===== config.mk =====
export PLATFORM = sky130hd
export DESIGN_NAME = ccsf_isqrt
export DESIGN_NICKNAME = d
export VERILOG_FILES = /design/src/rtl/core/ccsf_pkg.sv /design/src/rtl/core/ccsf_isqrt.sv
export SDC_FILE = /design/constraint.sdc
export NUM_CORES = 1
export LEC_CHECK = 0
export ABC_AREA = 1
export BUFFER_PORTS_ARGS = -buffer_cell sky130_fd_sc_hd__buf_2
export CORE_MARGIN = 4
export CORE_UTILIZATION = 29
export CTS_BUF_LIST = sky130_fd_sc_hd__clkbuf_8
export DETAILED_ROUTE_END_ITERATION = 10
export GPL_TIMING_DRIVEN = 0
export PLACE_DENSITY = 0.51
export RECOVER_POWER = 50
export SKIP_LAST_GASP = 1
export SLEW_MARGIN = 10
export SYNTH_ARGS = -nofsm -noshare
export SYNTH_HDL_FRONTEND = slang
export SYNTH_SLANG_ARGS = --single-unit

===== constraint.sdc =====
create_clock -name clk_i -period 10.5 [get_ports clk_i]
set_input_delay 2.1 -clock clk_i [delete_from_list [all_inputs] [get_ports clk_i]]
set_output_delay 2.1 -clock clk_i [all_outputs]
set_load 0.01 [all_outputs]

===== src/rtl/core/ccsf_pkg.sv =====
// ----------------------------------------------------------------------------
// ccsf_pkg
// Shared types and constants of the curve shortening flow block.
// ----------------------------------------------------------------------------
package ccsf_pkg;

  localparam int unsigned NUM_COORD = 3;
  localparam int unsigned DIV_STEPS = 35;   // quotient bits per division
  localparam int unsigned SQRT_STEPS = 32;  // root bits

  // register index within the configuration space (paddr[2])
  localparam logic REG_POINT_COUNT = 1'b0;
  localparam logic REG_DIMENSION   = 1'b1;

  localparam logic REQ_LOAD  = 1'b0;
  localparam logic REQ_QUERY = 1'b1;

  typedef enum logic [13:0] {
    ST_IDLE    = 14'b00000000000001,
    ST_RD_A    = 14'b00000000000010,
    ST_RD_B    = 14'b00000000000100,
    ST_RD_C    = 14'b00000000001000,
    ST_RD_D    = 14'b00000000010000,
    ST_MAG     = 14'b00000000100000,
    ST_SQ      = 14'b00000001000000,
    ST_SQRT_GO = 14'b00000010000000,
    ST_SQRT_WT = 14'b00000100000000,
    ST_UDIV_GO = 14'b00001000000000,
    ST_UDIV_WT = 14'b00010000000000,
    ST_FDIV_GO = 14'b00100000000000,
    ST_FDIV_WT = 14'b01000000000000,
    ST_OUT     = 14'b10000000000000
  } ccsf_state_e;

endpackage


===== src/rtl/core/ccsf_isqrt.sv =====
// ----------------------------------------------------------------------------
// ccsf_isqrt
// Integer square root of a 64-bit value, one root bit per cycle.
// ----------------------------------------------------------------------------
module ccsf_isqrt
  import ccsf_pkg::*;
(
  input  logic        clk_i,
  input  logic        rst_ni,
  input  logic        start_i,
  input  logic [63:0] radicand_i,
  output logic [31:0] root_o,
  output logic        done_o
);

  logic        run_q;
  logic [5:0]  cnt_q;
  logic        done_q;
  logic [63:0] x_q;
  logic [63:0] r_q;
  logic [63:0] bit_q;
  logic [64:0] trial;
  logic        fits;

  assign trial = {1'b0, r_q} + {1'b0, bit_q};
  assign fits  = {1'b0, x_q} >= trial;

  always_ff @(posedge clk_i or negedge rst_ni) begin
    if (!rst_ni) begin
      run_q  <= 1'b0;
      cnt_q  <= '0;
      done_q <= 1'b0;
    end else begin
      done_q <= 1'b0;
      if (start_i) begin
        run_q <= 1'b1;
        cnt_q <= 6'(SQRT_STEPS);
      end else if (run_q) begin
        cnt_q <= cnt_q - 6'd1;
        if (cnt_q == 6'd1) begin
          run_q  <= 1'b0;
          done_q <= 1'b1;
        end
      end
    end
  end

  always_ff @(posedge clk_i) begin
    if (start_i) begin
      x_q   <= radicand_i;
      r_q   <= '0;
      bit_q <= 64'h4000_0000_0000_0000;
    end else if (run_q) begin
      if (fits) begin
        x_q <= x_q - trial[63:0];
        r_q <= (r_q >> 1) + bit_q;
      end else begin
        r_q <= r_q >> 1;
      end
      bit_q <= bit_q >> 2;
    end
  end

  assign root_o = r_q[31:0];
  assign done_o = done_q;

endmodule


Word level (Yosys, flattened, before mapping)

Cells that the tools add are included.

Register bits after elaboration: 168
Bits of input ports: 67
Output and inout port bits: 33
Logic and storage cells: 27

$add $sub $neg: 4
Order comparisons: 1
Eq/ne operators: 1
Multiplexer cells: 12
Reductions and logical operators: 3

Operator list:

| cell                                              | count |
|---|---|
| two-way mux 64 bit                                | 4 |
| adder 64 x 63 -> 65 bit                           | 1 |
| greater-or-equal comparator 64 x 65 -> 1 bit      | 1 |
| adder 63 x 63 -> 64 bit                           | 1 |
| subtractor 64 bit                                 | 1 |
| two-way mux 6 bit                                 | 2 |
| == test 6 x 1 -> 1 bit (second input constant)    | 1 |
| two-way mux 1 bit                                 | 6 |
| subtractor 6 x 1 -> 6 bit (second input constant) | 1 |
| nonzero test 2 bit                                | 2 |
| AND reduction 2 bit                               | 1 |

Depth between registers and ports, before layout

Gate-level depths: netlist of run 1.

Depth after elaboration: 5
Gate-level depth with buffers: 32

Worst setup path before layout of run 1

OpenSTA, ideal clock, no wires.

Path type: flip-flop to flip-flop
Start: reg r_q[4]
End: reg x_q[0], enable pin
Library setup time: 0.524 ns
Arrival: 7.119 ns
Path slack: 2.856 ns
Stages on the path, launching flop included: 25
Buffers on the path: 2
Clock period less this slack: 7.644 ns
Path through: dfxtp_1 ha_1 nand2_1 o21ai_0 nor2_1 o21bai_1 a21oi_1 inv_1 a21oi_1 o21ai_0 a21oi_1 xor2_1 ha_1 nand2_1 nor2_1 inv_1 nor2_1 nand2_1 nor3_1 nand2_1 nand3_1 nand3_2 buf_4 buf_2 a31oi_1

Longest elaborated chain between the ends: 4

Ends and longest elaborated chain:

| item                                         | line             | text |
|---|---|---|
| start: declaration                           | ccsf_isqrt.sv:20 | `logic [63:0] r_q;` |
| start signal: assignment                     | ccsf_isqrt.sv:56 | `r_q <= (r_q >> 1) + bit_q;` |
| start signal: assignment                     | ccsf_isqrt.sv:58 | `r_q <= r_q >> 1;` |
| adder 64 x 63 -> 65 bit                      | ccsf_isqrt.sv:25 | `assign trial = {1'b0, r_q} + {1'b0, bit_q};` |
| greater-or-equal comparator 64 x 65 -> 1 bit | ccsf_isqrt.sv:26 | `assign fits = {1'b0, x_q} >= trial;` |
| nonzero test 2 bit (no source line)          | --               |  |
| AND reduction 2 bit (no source line)         | --               |  |
| end signal: assignment                       | ccsf_isqrt.sv:50 | `x_q <= radicand_i;` |
| end signal: assignment                       | ccsf_isqrt.sv:55 | `x_q <= x_q - trial[63:0];` |
| end: declaration                             | ccsf_isqrt.sv:19 | `logic [63:0] x_q;` |

Every way passes these cells.
A chain may end at the register's enable or synchronous reset.

Final worst setup path of run 1

Start: reg r_q[14]
End: reg x_q[49], enable pin

The elaborated chain is that of the path after synthesis.

==> impl_metrics.tcl, run 1 <==
set metrics [dict create \
    status "completed" \
    rsz0062_at_grt "no" \
    post_drt_wl_per_cell_um 19.6 \
    drv_slew 0 \
    synth_warnings 0 \
    met1_usage_pct 30.9 \
    die_x_um 262 \
    worst_r2r_endpoint "x_q[49]" \
    grt_usage_pct 22.8 \
    ir_drop_uv 116 \
    grt_pass1_vias 20100 \
    hpwl_um 68400 \
    cts_buffers 17 \
    synth_area_um2 18700 \
    wl_um 79800 \
    regToRegSetupSlack_ns 3.94 \
    hold_path_depth 1 \
    utilization_pct 32.7 \
    slew_headroom_pct 17.7 \
    fillers 7374 \
    synth_top_flop_cell "dfxtp_1" \
    first_pass_iters 6 \
    nets 3416 \
    synthArstFlopShare_pct 4.76 \
    crit_type "reg2reg" \
    cts_resized 0 \
    cap_violations 0 \
    antenna_found_initial 2 \
    worstPathArrival_ns 6.80 \
    io_pins 100 \
    grt_max_degree 27 \
    drtIter0Drc 1491 \
    crit_path_start "r_q[14]" \
    reg2reg_depth 27 \
    start_util_pct 29.5 \
    use_met2_pct 38.2 \
    die_area_um2 68700 \
    rr_startpoint "r_q[14]" \
    grt-busiest-layer "met2" \
    ys_seq_area_share_pct 21.6 \
    synth_fp_nets 3296 \
    vias_per_cell 5.03 \
    drcViolationCount 0 \
    cts_sinks 168 \
    die_h_um 262 \
    cts-root-buf "clkbuf_8" \
    finalHoldViolations 0 \
    worstHoldStart "cnt_q[5]" \
    clock_skew_ns 0.0266 \
    portBuffers 98 \
    vias 20500 \
    yosys_register_bits 168 \
    total_leakage_power_nw 8.99 \
    grt_use_met3_pct 2.24 \
    required_ns 10.75 \
    pre_cts_slack_ns 4.17 \
    fmax_ghz 0.153 \
    critical_path.endpoint_type "flip-flop" \
    clkTransAtPathRegs_ns 0.11 \
    drive_above_1_share_pct 7.37 \
    grt_overflow_total 0 \
    min_to "cnt_q[5]" \
    cts_tree "yes" \
    hold_buffers 0 \
    postSynthCellCount 3096 \
    yosysUniqueCellTypes 57 \
    post-cts-setup-buffers 0 \
    synth-edff-count 64 \
    htreeDepth 4 \
    synthToLayoutAreaGrowth_pct 10.9 \
    clk_latency_ns 0.56 \
    cp-start-kind "flip-flop" \
    drtAntennaViolNets 0 \
    num_rows 92 \
    gp_congestion 1.02 \
    fin_crit_ns 6.56 \
    setup_ws_ns 3.94 \
    hold_class "reg2reg" \
    cp_max_fo 26 \
    avgSynthCellArea_um2 6.05 \
    setup_viol 0 \
    grt_pass1_wl_um 118000 \
    cts.path.max_buffers 2 \
    p_per_area_nw_per_um2 272 \
    min_period_over_period_pct 62.4 \
    core-area_um2 63500 \
    tightest_slew_ns 1.23 \
]
-- synthesized netlist by cell type, drive strengths merged (30+ instances only) --
master	number	area, µm²
nor2	335	1270
edfxtp	64	1920
nand3	253	1270
xnor2	47	412
xor2	76	666
clkbuf	30	113
o21ai	220	1110
nor3	35	180
o22ai	34	213
nand4	41	257
a21oi	208	1040
buf	64	465
ha	132	1650
nand2	876	3320
dfxtp	96	1920
inv	418	1570
-- cells in the final DEF (no fill, tap or decap), types with 33 or more instances in the layout --
master / n
nand4_1: 41
inv_1: 416
buf_2: 115
nand3_1: 252
ha_1: 132
o22ai_1: 34
o21ai_0: 199
nand2_1: 870
nor2_1: 332
nor3_1: 34
dfxtp_1: 96
clkbuf_1: 33
xor2_1: 76
edfxtp_1: 64
a21oi_1: 207
xnor2_1: 47
-- stage by stage --
step | hold WS (ns) | std cells | total power [W] | cell area [µm²] | setup TNS [ns]
finish | 0.501 | 4076 | 0.00566 | 20800 | 0
global route | 0.522 | 4076 | 0.00614 | 20800 | 0
CTS | 0.500 | 4075 | 0.00562 | 20800 | 0
detailed placement | 0.481 | 4043 | 0.00506 | 20400 | 0
global placement | 0.474 | 4040 | 0.00506 | 20300 | -83.57
floorplan | 0.449 | 3096 | 0.00382 | 18700 | 0
-- critical path, cell delays in order, from the launching register on --
cell and delay, ns:
dfxtp_1 0.62, ha_1 0.29, nand2_1 0.10, o21ai_0 0.40, nand2_1 0.12, nand2_1 0.10, clkinv_1 0.06, nand2_1 0.17
a21oi_1 0.12, o21ai_0 0.55, a21oi_1 0.24, o21ai_0 0.27, xnor2_1 0.19, ha_1 0.40, nand2_1 0.12, nor2_1 0.14
inv_1 0.07, nor2_1 0.18, nand2_1 0.13, nor3_1 0.15, nand2_1 0.08, nand3_1 0.28, nand3_2 0.31, buf_4 0.28
buf_2 0.22, a31oi_4 0.21, buf_12 0.21, buf_12 0.20
-- where the power goes --
part           total, W  leakage [nW]  internal (W)  switching, W
registers       0.00123          1.54      0.000971      0.000255
clock network  0.000549         0.223      0.000247      0.000301
logic           0.00388          7.22       0.00132       0.00256
total           0.00566          8.99       0.00254       0.00312
-- cell families after synthesis --
kind of cell,after synthesis,synth area share (%)
DFF,168,21.6
buffers and inverters,515,11.6
adders and majority gates,133,8.93
AOI/OAI and AO/OA,557,16.4
xor gates and xnor gates,123,5.75
and+or+nand+nor,1600,35.7
-- cell type report --
class	count	area, µm²	area share (%)
repair buffers	101	548	2.64
plain buffers	96	596	2.87
multi-input cells	2413	12500	60.3
flip-flops and latches	168	4040	19.5
clock buffers	18	248	1.19
inverters	419	1570	7.57
clock inverters	14	181	0.874
well taps	846	1060	5.10
diodes	1	2.50	0.0120
-- flip-flops by register name (all words and copies together) (netlist names) --
| register | count |
|---|---|
| run_q | 1 |
| cnt_q | 6 |
| bit_q | 32 |
| done_o | 1 |
| x_q | 64 |
| r_q | 64 |
-- routing by layer --
| metal | routed length, µm | vias up | share of wire, % |
|---|---|---|---|
| met1 | 37000 | 9438 | 46 |
| met3 | 3690 | 119 | 4.6 |
| met4 | 2720 | 0 | 3.4 |
| met5 | 0 | - | 0 |
| met2 | 36400 | 534 | 46 |
| li1 | - | 10400 | - |
-- how the worst max path moves through the flow --
stage          endpoint  depth (start not counted)  slack, ns
2_1_floorplan    x_q[0]                         24       2.86
3_3_place_gp    x_q[49]                         23      -1.31
3_5_place_dp    x_q[48]                         25       4.17
4_1_cts         x_q[47]                         25       4.12
5_1_grt         x_q[46]                         27       3.65
6_report        x_q[49]                         27       3.94
Note: power is estimated with default switching activity, not from simulation.
==> run 2, diff against run 1 <==
--- a/config.mk
+++ b/config.mk
@@ -5,14 +5,14 @@
 export SDC_FILE = /design/constraint.sdc
 export NUM_CORES = 1
 export LEC_CHECK = 0
-export ABC_AREA = 1
+export ABC_AREA = 0
 export BUFFER_PORTS_ARGS = -buffer_cell sky130_fd_sc_hd__buf_2
 export CORE_MARGIN = 4
 export CORE_UTILIZATION = 29
 export CTS_BUF_LIST = sky130_fd_sc_hd__clkbuf_8
 export DETAILED_ROUTE_END_ITERATION = 10
 export GPL_TIMING_DRIVEN = 0
-export PLACE_DENSITY = 0.51
+export PLACE_DENSITY = 0.53
 export RECOVER_POWER = 50
 export SKIP_LAST_GASP = 1
 export SLEW_MARGIN = 10
==> constraint.sdc (replaced) <==
create_clock -name clk_i -period 5.9 [get_ports clk_i]
set_input_delay 1.18 -clock clk_i [delete_from_list [all_inputs] [get_ports clk_i]]
set_output_delay 1.18 -clock clk_i [all_outputs]
set_load 0.01 [all_outputs]
==> run 2 against run 1 <==
  * Clock-buffer cell count unchanged
  * Register-to-register slack worse by 3.9 ns
  * Largest cell class unchanged
  * Critical path depth down 1
  * First-iteration DRC count down 20%
  * Clock skew down 0.0057 ns
  * Largest power group unchanged
  * Area after synthesis down 16%
==> impl_metrics.tcl, run 2 <==
set metrics [dict create \
    clock_skew_ns 0.0209 \
    power.total_w 0.00914 \
    synth_warnings 0 \
    synthArstFlopShare_pct 4.76 \
    die_x_um 241 \
    synth_area_leaders "dfxtp_1 (12%), edfxtp_1 (12%), ha_1 (11%)" \
    cts.path.max_buffers 2 \
    cts_tree "yes" \
    drive_above_1_share_pct 17.1 \
    rsz0062_at_grt "yes" \
    cp_common_cell "o21ai_4" \
    hold_buffers 0 \
    synth_top_area_share_pct 12.3 \
    clk_latency_ns 0.53 \
    drcViolationCount 0 \
    multi_input_area_um2 11200 \
    io_pins 100 \
    vias_per_cell 5.56 \
    die_area_um2 57900 \
    synth_fp_nets 2185 \
    total_leakage_power_nw 7.43 \
    seq_area_um2 4080 \
    synth_area_um2 15700 \
    finalSetupTns_ns 0 \
    gp_congestion 0.904 \
    finalHoldViolations 0 \
    post_drt_wl_per_cell_um 20.7 \
    cap_violations 0 \
    avgSynthCellArea_um2 7.90 \
    vias 15800 \
    drtIter0Drc 1197 \
    first_pass_iters 5 \
    yosys-top-cells-count "nand2_1 (212), nor2_1 (184), o21ai_0 (155)" \
    layout_common_cells "nand2_1 (212), nor2_1 (184), o21ai_0 (150), a21oi_1 (121), ha_1 (121)" \
    num_rows 84 \
    tightest_slew_ns 1.35 \
    critical_path.endpoint_type "flip-flop" \
    hpwl_um 45400 \
    p_per_area_nw_per_um2 492 \
    synth.largest_area_cell "dfxtp_1" \
    holdWs_ns 0.511 \
    synthToLayoutAreaGrowth_pct 18.5 \
    power.switching_w 0.00453 \
    hold_class "reg2reg" \
    swShare_pct 49.6 \
    p_comb_share_pct 67.7 \
    grt_pass1_vias 15200 \
    grt_usage_pct 19.7 \
    portBuffers 98 \
    fin_crit_ns 5.89 \
    yosysUniqueCellTypes 84 \
    cts-root-buf "clkbuf_8" \
    htreeDepth 4 \
    start_util_pct 29.5 \
    min_period_over_period_pct 99.8 \
    internal_power_w 0.00461 \
    cp-start-kind "flip-flop" \
    cts_sinks 168 \
    reg_top3 "r_q x64, x_q x64, bit_q x32" \
    grt_pass1_wl_um 88100 \
    grt_max_degree 22 \
    drtAntennaViolNets 0 \
    fillers 5607 \
    die_h_um 241 \
    status "completed" \
    slew_headroom_pct 9.88 \
    critPathMaxStageDelay_ns 0.48 \
    postSynthCellCount 1985 \
    drv_slew 0 \
    yosys_register_bits 168 \
    cpLargestDelayFamily "compound AO/OA/AOI/OAI gates" \
    n_antenna_cell 0 \
    cts_buffers 17 \
    required_ns 6.14 \
    worstPathArrival_ns 6.12 \
    ir_drop_uv 249 \
    synth-edff-count 64 \
    crit_type "reg2reg" \
    final_common_cell "nand2_1" \
    nets 2343 \
    yosysMostFrequentCell "nand2_1" \
    clkTransAtPathRegs_ns 0.11 \
    grt_overflow_total 0 \
    core-area_um2 53100 \
    wl_um 59000 \
    p_clk_share_pct 10.7 \
    path_buf_inv 5 \
    pwr-share-seq_pct 21.7 \
    antenna_found_initial 4 \
    setup_viol 0 \
    cp_max_fo 8 \
    ys_seq_area_share_pct 25.8 \
    fmax_ghz 0.170 \
    slowest_stage "a2111o_1" \
    synth_top_flop_cell "dfxtp_1" \
]
run 2: cell types whose count changed after synthesis, moves of 83 or more:
cell	delta
a21oi_1	-83
inv_1	-365
nand2_1	-657
nand3_1	-194
nor2_1	-148
run 2: per-stage QoR:
| step | setup slack (ns) | cell area, µm² | std cells | utilization (%) |
|---|---|---|---|---|
| floorplan | -0.0504 | 15900 | 1985 | - |
| global placement | -2.33 | 17200 | 2771 | 32.5 |
| detailed placement | -1.17 | 17300 | 2774 | 32.6 |
| CTS | 0.0362 | 18200 | 2829 | 34.3 |
| global route | -0.185 | 18600 | 2844 | 35.0 |
| finish | 0.0122 | 18600 | 2844 | 35.0 |
run 2: worst reg2reg max path, delay by kind of cell, from the launching register on:
kind	cells	cell delay [ns]
adders and majority gates	2	0.56
buffers and inverters	5	0.86
xor gates and xnor gates	1	0.13
and+or+nand+nor	4	0.64
DFF	1	0.38
AOI/OAI and AO/OA	14	3.04
run 2: cell type report:
cell class	instances	share of cell area [%]
repair buffers	142	5.18
plain buffers	150	4.48
inverters	49	0.989
clock buffers	18	1.33
flip-flops and latches	168	21.9
multi-input cells	1615	60.4
well taps	688	4.63
clock inverters	14	1.00
run 2: kinds of logic (layout without fill, tap and decap cells):
group                      count (synthesis)  count (layout)  synth area share [%]
AOI/OAI and AO/OA                        629             629                  26.2
buffers and inverters                    202             373                  6.10
DFF                                      168             168                  25.8
and+or+nand+nor                          640             640                  19.0
adders and majority gates                133             133                  10.7
xor gates and xnor gates                 164             164                  9.16
muxes                                     49              49                  3.18
run 2: power groups by stage:
| stage | Sequential (W) | Combinational (W) | Clock [W] |
|---|---|---|---|
| after detailed placement | 0.00200 | 0.00567 | 0 |
| after global routing | 0.00202 | 0.00679 | 0.00103 |
| after global placement | 0.00201 | 0.00558 | 0 |
| final | 0.00198 | 0.00619 | 0.000974 |
| after CTS | 0.00198 | 0.00587 | 0.000989 |
| after floorplan | 0.00189 | 0.00415 | 0 |
run 2: worst paths after layout:
| check | start | endpoint | slack [ns] | cells past startpoint |
|---|---|---|---|---|
| worst max-delay path | r_q[10] | x_q[45] | 0.01 | 26 |
| worst min-delay path | r_q[0] | r_q[0] | 0.51 | 2 |
| worst max register to register | r_q[10] | x_q[45] | 0.01 | 26 |
| worst min register to register | r_q[0] | r_q[0] | 0.51 | 2 |
| max in group asynchronous | rst_ni | cnt_q[1] | 5.03 | 1 |
| min in group asynchronous | rst_ni | run_q | 0.56 | 1 |
run 2: per-layer routing:
layer | routed length, µm | track usage (%) | part of all wire (%)
met1 | 26800 | 26.6 | 45
met2 | 26700 | 32.0 | 45
met3 | 4080 | 3.93 | 6.9
met4 | 1370 | 5.37 | 2.3
met5 | 16 | 0 | 0.027
run 2: what timing repair did:
item | CTS | global route
pin swaps | 25 | 29
buffers inserted | 25 | 12
resized for setup | 50 | 61
endpoints found under the setup margin | 141 | 135
cloned | 1 | 4
