$ cat src/rtl/core/ccsf_pkg.sv
// ----------------------------------------------------------------------------
// ccsf_pkg
// Shared types and constants of the curve shortening flow block.
// ----------------------------------------------------------------------------
package ccsf_pkg;

  localparam int unsigned NUM_COORD = 3;
  localparam int unsigned DIV_STEPS = 35;   // quotient bits per division
  localparam int unsigned SQRT_STEPS = 32;  // root bits

  // register index within the configuration space (paddr[2])
  localparam logic REG_POINT_COUNT = 1'b0;
  localparam logic REG_DIMENSION   = 1'b1;

  localparam logic REQ_LOAD  = 1'b0;
  localparam logic REQ_QUERY = 1'b1;

  typedef enum logic [13:0] {
    ST_IDLE    = 14'b00000000000001,
    ST_RD_A    = 14'b00000000000010,
    ST_RD_B    = 14'b00000000000100,
    ST_RD_C    = 14'b00000000001000,
    ST_RD_D    = 14'b00000000010000,
    ST_MAG     = 14'b00000000100000,
    ST_SQ      = 14'b00000001000000,
    ST_SQRT_GO = 14'b00000010000000,
    ST_SQRT_WT = 14'b00000100000000,
    ST_UDIV_GO = 14'b00001000000000,
    ST_UDIV_WT = 14'b00010000000000,
    ST_FDIV_GO = 14'b00100000000000,
    ST_FDIV_WT = 14'b01000000000000,
    ST_OUT     = 14'b10000000000000
  } ccsf_state_e;

endpackage

$ cat src/rtl/core/ccsf_divider.sv
// ----------------------------------------------------------------------------
// ccsf_divider
// Restoring unsigned divider, one quotient bit per cycle. The dividend must
// stay below divisor * 2^DIV_STEPS.
// ----------------------------------------------------------------------------
module ccsf_divider
  import ccsf_pkg::*;
(
  input  logic                   clk_i,
  input  logic                   rst_ni,
  input  logic                   start_i,
  input  logic [65:0]            dividend_i,
  input  logic [33:0]            divisor_i,
  output logic [DIV_STEPS-1:0]   quot_o,
  output logic                   done_o
);

  logic                 run_q;
  logic [5:0]           cnt_q;
  logic                 done_q;
  logic [33:0]          rem_q;
  logic [65:0]          dvd_q;
  logic [33:0]          dvs_q;
  logic [DIV_STEPS-1:0] quot_q;
  logic [34:0]          trial;
  logic                 fits;

  assign trial = {rem_q, dvd_q[DIV_STEPS-1]};
  assign fits  = trial >= {1'b0, dvs_q};

  always_ff @(posedge clk_i or negedge rst_ni) begin
    if (!rst_ni) begin
      run_q  <= 1'b0;
      cnt_q  <= '0;
      done_q <= 1'b0;
    end else begin
      done_q <= 1'b0;
      if (start_i) begin
        run_q <= 1'b1;
        cnt_q <= 6'(DIV_STEPS);
      end else if (run_q) begin
        cnt_q <= cnt_q - 6'd1;
        if (cnt_q == 6'd1) begin
          run_q  <= 1'b0;
          done_q <= 1'b1;
        end
      end
    end
  end

  always_ff @(posedge clk_i) begin
    if (start_i) begin
      rem_q <= 34'(dividend_i[65:DIV_STEPS]);
      dvd_q <= dividend_i;
      dvs_q <= divisor_i;
    end else if (run_q) begin
      rem_q  <= fits ? 34'(trial - {1'b0, dvs_q}) : trial[33:0];
      dvd_q  <= {dvd_q[64:0], 1'b0};
      quot_q <= {quot_q[DIV_STEPS-2:0], fits};
    end
  end

  assign quot_o = quot_q;
  assign done_o = done_q;

endmodule

$ cat config.mk
export PLATFORM = sky130hd
export DESIGN_NAME = ccsf_divider
export DESIGN_NICKNAME = d
export VERILOG_FILES = /design/src/rtl/core/ccsf_pkg.sv /design/src/rtl/core/ccsf_divider.sv
export SDC_FILE = /design/constraint.sdc
export NUM_CORES = 1
export LEC_CHECK = 0
export ABC_AREA = 1
export BUFFER_PORTS_ARGS = -buffer_cell sky130_fd_sc_hd__buf_2
export CORE_MARGIN = 5
export CORE_UTILIZATION = 29
export CTS_BUF_LIST = sky130_fd_sc_hd__clkbuf_4 sky130_fd_sc_hd__clkbuf_8 sky130_fd_sc_hd__clkbuf_16
export DETAILED_ROUTE_END_ITERATION = 10
export PLACE_DENSITY_LB_ADDON = 0.05
export RECOVER_POWER = 50
export SETUP_SLACK_MARGIN = 0.1
export SYNTH_ARGS = -nofsm -noshare
export SYNTH_HDL_FRONTEND = slang
export SYNTH_SLANG_ARGS = --single-unit
$ cat constraint.sdc
create_clock -name clk_i -period 5.1 [get_ports clk_i]
set_clock_uncertainty 0.05 [all_clocks]
set_input_delay 0.51 -clock clk_i [delete_from_list [all_inputs] [get_ports clk_i]]
set_output_delay 0.51 -clock clk_i [all_outputs]
set_load 0.005 [all_outputs]
Word level (Yosys, flattened, before mapping)
Index checks and enable logic that the tools add are counted. W data, S select, Z words.

Magnitude comparators: 1. Add/subtract/negate cells: 2. Equality and inequality tests: 1. Bitwise logic cells: 1. Mux-type cells: 13. Reductions and logical operators: 2.

Operators with widths (number): $mux W35 (2); $mux W31 (2); $ge A35 B34 Y1 (1); $mux W34 (1); $sub A34 B34 Y34 (1); $mux W6 (2); $eq A6 B1 Y1 const B (1); $mux W1 (6); $sub A6 B1 Y6 const B (1); $reduce_and A2 Y1 (1); $reduce_bool A2 Y1 (1); $not A1 Y1 (1).

Register bits: 146. Word-level logic and storage cells: 28.

Logic depth before layout (Yosys ltp)
Gate-level depths: netlist (run 1).

Word-level depth: 4. Mapped depth: 17.

Least setup slack after synthesis (run 1)
Ideal clock, no wire load.

Path kind: input -> register. Start: input port start_i. End: register quot_q[0] (netlist: quot_o[0]) (enable). Buffers on the path: 1. Arrival time: 2.305 ns. Required time: 4.617 ns. Path slack: 2.312 ns. Library setup time: 0.433 ns. Stages: 2. Cell sequence: clkbuf_1 -> nor2_1.

Word-level cells in the longest chain between the ends: 2.

RTL lines: start: declaration (line ccsf_divider.sv:11) `input logic start_i,`; $not A1 Y1 (no source line); $reduce_and A2 Y1 (no source line); end signal: assignment (line ccsf_divider.sv:59) `quot_q <= {quot_q[DIV_STEPS-2:0], fits};`; end: declaration (line ccsf_divider.sv:24) `logic [DIV_STEPS-1:0] quot_q;`.

No other way between the ends. A chain may end at the register's enable or synchronous reset.

Worst setup path in the final report (run 1)
Start: input port start_i. End: register dvd_q[19] (data pin).

Word-level cells in the longest chain between the ends: 1.

RTL lines: $mux W35 (line ccsf_divider.sv:52) `if (start_i) begin`; end signal: assignment (line ccsf_divider.sv:54) `dvd_q <= dividend_i;`; end signal: assignment (line ccsf_divider.sv:58) `dvd_q <= {dvd_q[64:0], 1'b0};`; end: declaration (line ccsf_divider.sv:22) `logic [65:0] dvd_q;`.

No other way between the ends.

==> flow_summary.ini, run 1 <==
[global_route]
grt_overflow = 0
groute.usage.overall = 0.1387
grt_pass1_vias = 7185
grt_pass1_wl_um = 37480
grt_max_degree = 67
antenna_found_initial = 2

[timing]
fin_crit_ns = 3.354
slew_viol_final = 121
relSlewSlack = -1.000
max_freq_mhz = 298.1
setup_violations = 0
finalCritPeriodShare = 0.6577
rsz0062_at_grt = no
hold-worst-slack_ns = 0.1939
worst_pin_slew_ns = 3.000
finalHoldViolCount = 0
fin_setup_tns_ns = 0

[floorplanning]
chipWidth_um = 185.8
die_h_um = 185.8
rows = 64
core_um2 = 30510
die_area_um2 = 34510
start_util = 0.2937
io_pins = 139

[critical_path]
startpoint_type = input port
r2r_slack_ns = 2.26
cpPeakStageDelay_ns = 2.17
crit_top_cell = nand2_1
cp_top_family = buffers and inverters
reg2regPathDepth = 10
crit_path_cell_trace = buf_4 -> clkbuf_1 -> nand2_1 -> nand2_1
arrival_ns = 3.59
worstPathMaxFanout = 66
cp.required_ns = 5.34
critPathBufInv = 2
crit_end = dvd_q[19]
endpoint_kind = register
worstReg2RegEnd = rem_q[19]
crit_start = start_i
rr_startpoint = rem_q[27]
crit_slowest_cell = clkbuf_1
crit_cells = 4
critical_path_class = in -> reg

[synth]
yosysWarnings = 0
ys.flop_type = edfxtp_1
synth_area_leader_cell = edfxtp_1
synth_edf_count = 135
ys_types = 43
synth_area_leaders = edfxtp_1, nand2_1, inv_1, ha_1, nand3b_1
synthesis.area_um2 = 8960
async_flop_share = 0.05479
syn_inst = 1060
synth_seq_cells = 146
synth_top_cell_area_share = 0.4525
synth_fp_nets = 1200
syn_avg_cell_area_um2 = 8.453
seq_area_frac_synth = 0.4815

[drt]
drc = 0
wl_per_cell_um = 14.39
drtIter0Drc = 278
routed_wl_um = 23150
vias = 6852
ant_nets = 0
drt_pass1_iterations = 6
viasPerCell = 4.261

[clock_tree]
postCtsSetupBuffers = 0
htreeDepth = 4
cts_tree = built
root_buffer = clkbuf_16
cts_made_buffers = 17
clock_path_buffers = 2
clkTransAtPathRegs_ns = 0.07
clock-sinks = 146
worstSkewPairLatency_ns = 0.44

[power_and_ir_drop]
internal-power_uw = 3219
powerDensity_nw_per_um2 = 514.9
ir_drop_v = 0.0002612
leakage_uw = 0.005215
p_sw_uw = 2235
seq_power_share = 0.304
pwr-share-comb = 0.467
p_sw_frac = 0.4098
power_frac_clock = 0.230

[placed_design]
io_buffer_count = 138
globalplace.congestion = 0.8446
dp.cells = 1574
place_hpwl_um = 17440

[run_status]
outcome = complete, but fails checks
violations = capacitance limit, slew limit

[flow_run]
drv_cap = 2

[finish]
drive_gt1_frac = 0.2197
final_util = 0.3472
syn_to_final_growth_pct = 18.21
final_nets = 1338
instances_no_fill = 1608

[worst_hold_path]
hp-class = in -> reg
[what timing repair did]
action,4_1_cts,5_1_grt
hold endpoints to repair,8,0
resized for setup,0,0
hold buffers,1,0
[sequential cells by signal (all words and copies together) (netlist names)]
register  cells
done_o        1
dvd_q        35
rem_q        34
run_q         1
cnt_q         6
dvs_q        34
quot_o       35
[worst min path at each step]
stage                        from   endpoint  cells after the start
finish              divisor_i[20]  dvs_q[20]                      1
global route        divisor_i[22]  dvs_q[22]                      1
CTS                 divisor_i[20]  dvs_q[20]                      1
detailed placement         rst_ni     done_o                      1
global placement           rst_ni   cnt_q[3]                      1
floorplan                  rst_ni   cnt_q[0]                      0
[cells in the mapped netlist (8+ instances only)]
| library cell | n |
|---|---|
| nand3b_1 | 40 |
| a21oi_1 | 22 |
| ha_1 | 36 |
| clkbuf_1 | 11 |
| xnor2_1 | 15 |
| edfxtp_1 | 135 |
| nand2_2 | 44 |
| nand2_1 | 407 |
| nor2_1 | 50 |
| inv_2 | 11 |
| inv_1 | 150 |
| nand3_1 | 32 |
| dfrtp_1 | 8 |
| nand3_2 | 29 |
| o21ai_0 | 8 |
[power groups by stage]
stage               Combinational (uW)  Clock, uW  Sequential, uW
global placement                  2590          0            1680
global route                      2920       1360            1680
finish                            2540       1250            1660
detailed placement                2590          0            1680
floorplan                         2060          0            1650
CTS                               2600       1300            1660
[metrics by stage]
stage,worst slack (ns),total power (uW),instance area (um^2)
2_1_floorplan,2.312,3709,8960
3_3_place_gp,2.185,4272,10010
3_5_place_dp,2.132,4271,10010
4_1_cts,2.248,5559,10610
5_1_grt,1.378,5956,10590
6_report,1.746,5454,10590
[area by class of cell]
type,instances,area (um^2)
Clock buffer,26,551.8
Multi-Input combinational cell,728,3867
Tap cell,396,495.5
Clock inverter,6,37.54
Sequential cell,146,4314
Timing Repair Buffer,143,714.4
Fill cell,3317,19920
Antenna cell,1,2.502
Inverter,162,608.1
[worst register-to-register path, stage by stage (launching register included)]
cell      delay (ns)
edfxtp_1        0.38
ha_1            0.37
a21oi_2         0.21
nor2_1          0.08
o21ai_1         0.12
nand3_1         0.13
a21oi_4         0.59
nand2_8         0.35
o21ai_0         0.18
nand3_1         0.11
nand2_1         0.14
[layer usage]
| metal | part of all wire | global-route usage | vias to the layer above |
|---|---|---|---|
| met5 | 0.0012 | 0 | - |
| li1 | - | - | 3644 |
| met4 | 0.0099 | 0.03760 | 4 |
| met1 | 0.48 | 0.1817 | 3085 |
| met2 | 0.45 | 0.2250 | 105 |
| met3 | 0.052 | 0.04045 | 14 |
[placed cells by master, fill, tap and decap left out, drive strengths merged]
cell type / synthesis / routed
nand2: 455 / 455
inv: 161 / 165
edfxtp: 135 / 135
buf: 13 / 129
nand3: 61 / 61
nor2: 59 / 59
nand3b: 40 / 40
clkbuf: 11 / 39
ha: 36 / 36
a21oi: 25 / 25
xnor2: 15 / 15
o21ai: 10 / 10
dfrtp: 8 / 8
nor3: 8 / 8
nand4: 5 / 5
o21bai: 3 / 3
dfxtp: 3 / 3
clkinv: 1 / 3
nor4: 2 / 2
diode: 0 / 1
and2: 1 / 1
xor2: 1 / 1
a22oi: 1 / 1
or3b: 1 / 1
a31oi: 1 / 1
and3: 1 / 1
a21o: 1 / 1
or2: 1 / 1
fa: 1 / 1
dlygate4sd3: 0 / 1
[cells by family after synthesis]
group	share of synthesized area
AOI/OAI and AO/OA	0.02654
xor gates and xnor gates	0.01564
adders and majority gates	0.05251
buffers and inverters	0.08770
DFF	0.4815
and+or+nand+nor	0.3361
(Power assumes the default switching activity.)
==> run 2, diff against run 1 <==
Clock period 5.1 ns to 3.5 ns, I/O delays scaled along.
==> flow_summary.ini, run 2 (synthesis gave the netlist of run 1 again) <==
[timing]
setup_violations = 0
rsz0062_at_grt = no
worst_pin_slew_ns = 2.245
fin_setup_tns_ns = 0
finalCritPeriodShare = 0.7921
finalHoldViolCount = 0
slew_viol_final = 122
max_freq_mhz = 360.7
timing.final.ws_setup_ns = 0.7277
relSlewSlack = -0.4964
fin_crit_ns = 2.772

[critical_path]
crit_slowest_cell = edfxtp_1
critPathBufInv = 0
arrival_ns = 2.90
worstPathMaxFanout = 35
cp.required_ns = 3.62
cpPeakStageDelay_ns = 0.41
endpoint_kind = register
reg2regPathDepth = 12
crit_path_cell_trace = ha_1 -> nand2_1 -> nor2_2 -> nand2_1 -> nor3_2 -> nand2_2 -> nand2_4 -> nand2_8 -> nand2_8 -> o21ai_0 -> nand3_1 -> nand2_1
cp_top_family = simple AND/OR/NAND/NOR gates
crit_top_cell = nand2_1
critical_path_class = reg -> reg
startpoint_type = register
crit_cells = 12

[placed_design]
place_hpwl_um = 17700
io_buffer_count = 138
globalplace.congestion = 0.8127
pre_cts_ws_ns = 0.7625

[finish]
mostFrequentLayoutCell = nand2_1
num-fill-cells = 3291
syn_to_final_growth_pct = 18.95
drive_gt1_frac = 0.2218
final_nets = 1340
ff_latch_area_um2 = 4314
final_cell_mix = nand2_1, inv_1, edfxtp_1, buf_2, nor2_1
multi_input_area_um2 = 3867
antennaDiodeCount = 0

[clock_tree]
clkTransAtPathRegs_ns = 0.07
root_buffer = clkbuf_16
cts_tree = built
worstSkewPairLatency_ns = 0.43
postCtsSetupBuffers = 0
clock-sinks = 146
clock_path_buffers = 2
cts_made_buffers = 17
htreeDepth = 4

[power_and_ir_drop]
power_frac_clock = 0.246
ir_drop_v = 0.0003552
seq_power_share = 0.295
internal-power_uw = 4842
powerDensity_nw_per_um2 = 768.1
leakage_uw = 0.005238
p_sw_uw = 3344
p_sw_frac = 0.4085
pwr-share-comb = 0.459

[worst_hold_path]
hp-class = in -> reg
whs_path_depth = 1

[run_status]
violations = capacitance limit, slew limit
outcome = complete, but fails checks

[global_route]
grt_max_degree = 71
antenna_found_initial = 3
grt_pass1_wl_um = 38120
grt_pass1_vias = 7157
groute.usage.overall = 0.1402
grt_overflow = 0

[drt]
vias = 6923
drtIter0Drc = 307
drc = 0
routed_wl_um = 23730
wl_per_cell_um = 14.75
viasPerCell = 4.303
drt_pass1_iterations = 6
ant_nets = 0

[flow_run]
drv_cap = 2

[floorplanning]
chipWidth_um = 185.8
start_util = 0.2937
die_h_um = 185.8
core_um2 = 30510
die_area_um2 = 34510
rows = 64
io_pins = 139
run 2: repair_timing:
item | in CTS | in global routing
gates resized for setup | 0 | 0
hold buffers | 1 | 0
endpoints found under the hold margin | 8 | 0
run 2: routing by layer:
metal	GRT usage	routed length [um]
met4	0.03264	195
met3	0.03518	1012
met2	0.2306	10920
met5	0	39
met1	0.1868	11560
run 2: through the flow:
step,hold WS (ns),std cells,util,total power (uW),instance area (um^2)
global placement,0.1577,1576,0.3294,6283,10050
floorplan,0.004409,1060,-,5405,8960
detailed placement,0.1574,1576,0.3294,6270,10050
finish,0.04112,1609,0.3493,8186,10660
global route,0.01950,1609,0.3493,8882,10660
CTS,0.01760,1609,0.3505,8344,10690
run 2: final cells by class:
type,instances,area share
well taps,396,0.04649
inverters,162,0.05706
clock buffers,20,0.04262
multi-input cells,728,0.3629
repair buffers,145,0.06927
flip-flops and latches,146,0.4048
clock inverters,12,0.01691
run 2: worst paths after layout:
| kind | start | slack (ns) | end |
|---|---|---|---|
| min | divisor_i[23] | 0.04 | dvs_q[23] |
| max | rem_q[15] | 0.73 | rem_q[19] |
| max reg2reg | rem_q[15] | 0.73 | rem_q[19] |
| min in group asynchronous | rst_ni | 0.34 | cnt_q[4] |
| min reg2reg | quot_o[23] | 0.39 | quot_o[24] |
| max in group asynchronous | rst_ni | 2.74 | cnt_q[0] |
run 2: power by group through the flow:
| stage | clock network [uW] | logic [uW] | registers, uW |
|---|---|---|---|
| 2_1_floorplan | 0 | 3000 | 2400 |
| 3_3_place_gp | 0 | 3830 | 2450 |
| 3_5_place_dp | 0 | 3830 | 2440 |
| 4_1_cts | 2090 | 3840 | 2420 |
| 5_1_grt | 2160 | 4280 | 2450 |
| 6_report | 2010 | 3760 | 2420 |
==> run 3, diff against run 2 <==
Clock period 3.5 ns to 2.82 ns, I/O delays scaled along.
==> flow_summary.ini, run 3 (synthesis gave the netlist of run 1 again) <==
[power_and_ir_drop]
powerDensity_nw_per_um2 = 924.3
ir_drop_v = 0.0005328
leakage_uw = 0.005428

[finish]
mostFrequentLayoutCell = nand2_1
final_cell_mix = nand2_1, inv_1, edfxtp_1, buf_2, nor2_1
final_nets = 1382
multi_input_area_um2 = 3901
syn_to_final_growth_pct = 24.01
ff_latch_area_um2 = 4314
instances_no_fill = 1651
antennaDiodeCount = 0
drive_gt1_frac = 0.2279
num-fill-cells = 3227

[timing]
rsz0062_at_grt = no
relSlewSlack = -0.05929
finalHoldViolCount = 0
max_freq_mhz = 395.3
finalCritPeriodShare = 0.8972
fin_setup_tns_ns = 0
worst_pin_slew_ns = 1.589
setup_violations = 0
timing.final.ws_setup_ns = 0.2900
fin_crit_ns = 2.530
slew_viol_final = 32

[critical_path]
worstReg2RegEnd = rem_q[19]
rr_startpoint = rem_q[9]
cp.required_ns = 2.96
crit_end = rem_q[19]
reg2regPathDepth = 14
arrival_ns = 2.67
r2r_slack_ns = 0.29
critical_path_class = reg -> reg
endpoint_kind = register
startpoint_type = register
worstPathMaxFanout = 12
crit_start = rem_q[9]

[clock_tree]
worstSkewPairLatency_ns = 0.44
cts_tree = built
clock_path_buffers = 2
clkTransAtPathRegs_ns = 0.07
cts_made_buffers = 17
root_buffer = clkbuf_16
htreeDepth = 4
clock-sinks = 146

[global_route]
grt_pass1_vias = 7147
grt_max_degree = 71
groute.usage.overall = 0.1412
grt_overflow = 0
grt_pass1_wl_um = 37850
antenna_found_initial = 1

[floorplanning]
core_um2 = 30510
chipWidth_um = 185.8
start_util = 0.2937
io_pins = 139
rows = 64
die_area_um2 = 34510
die_h_um = 185.8

[drt]
ant_nets = 0
wl_per_cell_um = 14.48
drt_pass1_iterations = 5
viasPerCell = 4.251
drc = 0
vias = 7019
routed_wl_um = 23900
drtIter0Drc = 327

[worst_hold_path]
hp-class = in -> reg
whs_path_depth = 3
min_from = dividend_i[0]

[placed_design]
globalplace.congestion = 0.8207
place_hpwl_um = 18290
dp.cells = 1583
pre_cts_ws_ns = 0.2236
io_buffer_count = 138

[run_status]
outcome = complete, but fails checks
violations = capacitance limit, slew limit

[flow_run]
drv_cap = 1
[run 3: cell types whose count changed in the layout (fill, tap and decap cells not counted), moves of 3 or more]
cell	previous run	this run
buf_12	1	4
buf_2	127	131
clkbuf_1	12	8
ha_1	36	33
dlygate4sd3_1	1	35
[run 3: worst min-delay path by stage]
stage                      endpoint  slack, ns
after floorplan            cnt_q[0]      -0.06
after global placement     cnt_q[3]       0.09
after detailed placement     done_o       0.09
after CTS                 dvd_q[15]       0.02
after global routing      dvd_q[10]       0.04
final                      dvd_q[0]       0.06
[run 3: cell type report]
class | count | share of cell area
inverter | 162 | 0.05473
clock inverter | 14 | 0.01599
timing repair buffer | 186 | 0.1057
multi-input combinational | 729 | 0.3511
clock buffer | 18 | 0.03953
sequential | 146 | 0.3883
tap | 396 | 0.04459
[run 3: stage by stage]
stage / hold WS, ns / power (uW) / utilization / area [um^2]
2_1_floorplan: -0.06359 / 6708 / - / 8960
3_3_place_gp: 0.09159 / 7939 / 0.3323 / 10140
3_5_place_dp: 0.08810 / 7929 / 0.3323 / 10140
4_1_cts: 0.02282 / 10450 / 0.3640 / 11110
5_1_grt: 0.03643 / 11180 / 0.3642 / 11110
6_report: 0.05620 / 10270 / 0.3642 / 11110
[run 3: what timing repair did]
item / CTS / global route
buffers inserted: 0 / 0
endpoints found under the setup margin: 0 / 12
hold buffers: 35 / 0
gates resized for setup: 0 / 6
endpoints found under the hold margin: 42 / 0
[run 3: per-layer routing]
layer / GRT usage / share of wire
met1: 0.1901 / 0.49
met2: 0.2251 / 0.45
met3: 0.04280 / 0.052
met4: 0.03148 / 0.0084
met5: 0 / 0.00054
[run 3: worst max-delay path, cell delays in order (launching register included)]
cell and delay [ns]:
edfxtp_1 0.41, ha_1 0.37, nand2_1 0.13, inv_2 0.06, nand2_1 0.07, nand2_1 0.09
inv_2 0.08, nand3_2 0.14, nand2_2 0.13, nand2_4 0.09, nand2_8 0.16, buf_6 0.18
nand3b_1 0.10, nand3_1 0.13, nand2_1 0.06
[run 3: where the power goes]
| part | leakage (uW) | internal, uW | switching (uW) |
|---|---|---|---|
| Clock | 0.000290 | 1430 | 981 |
| Combinational | 0.00362 | 1840 | 3020 |
| Sequential | 0.00151 | 2820 | 180 |
| Total | 0.00543 | 6090 | 4180 |
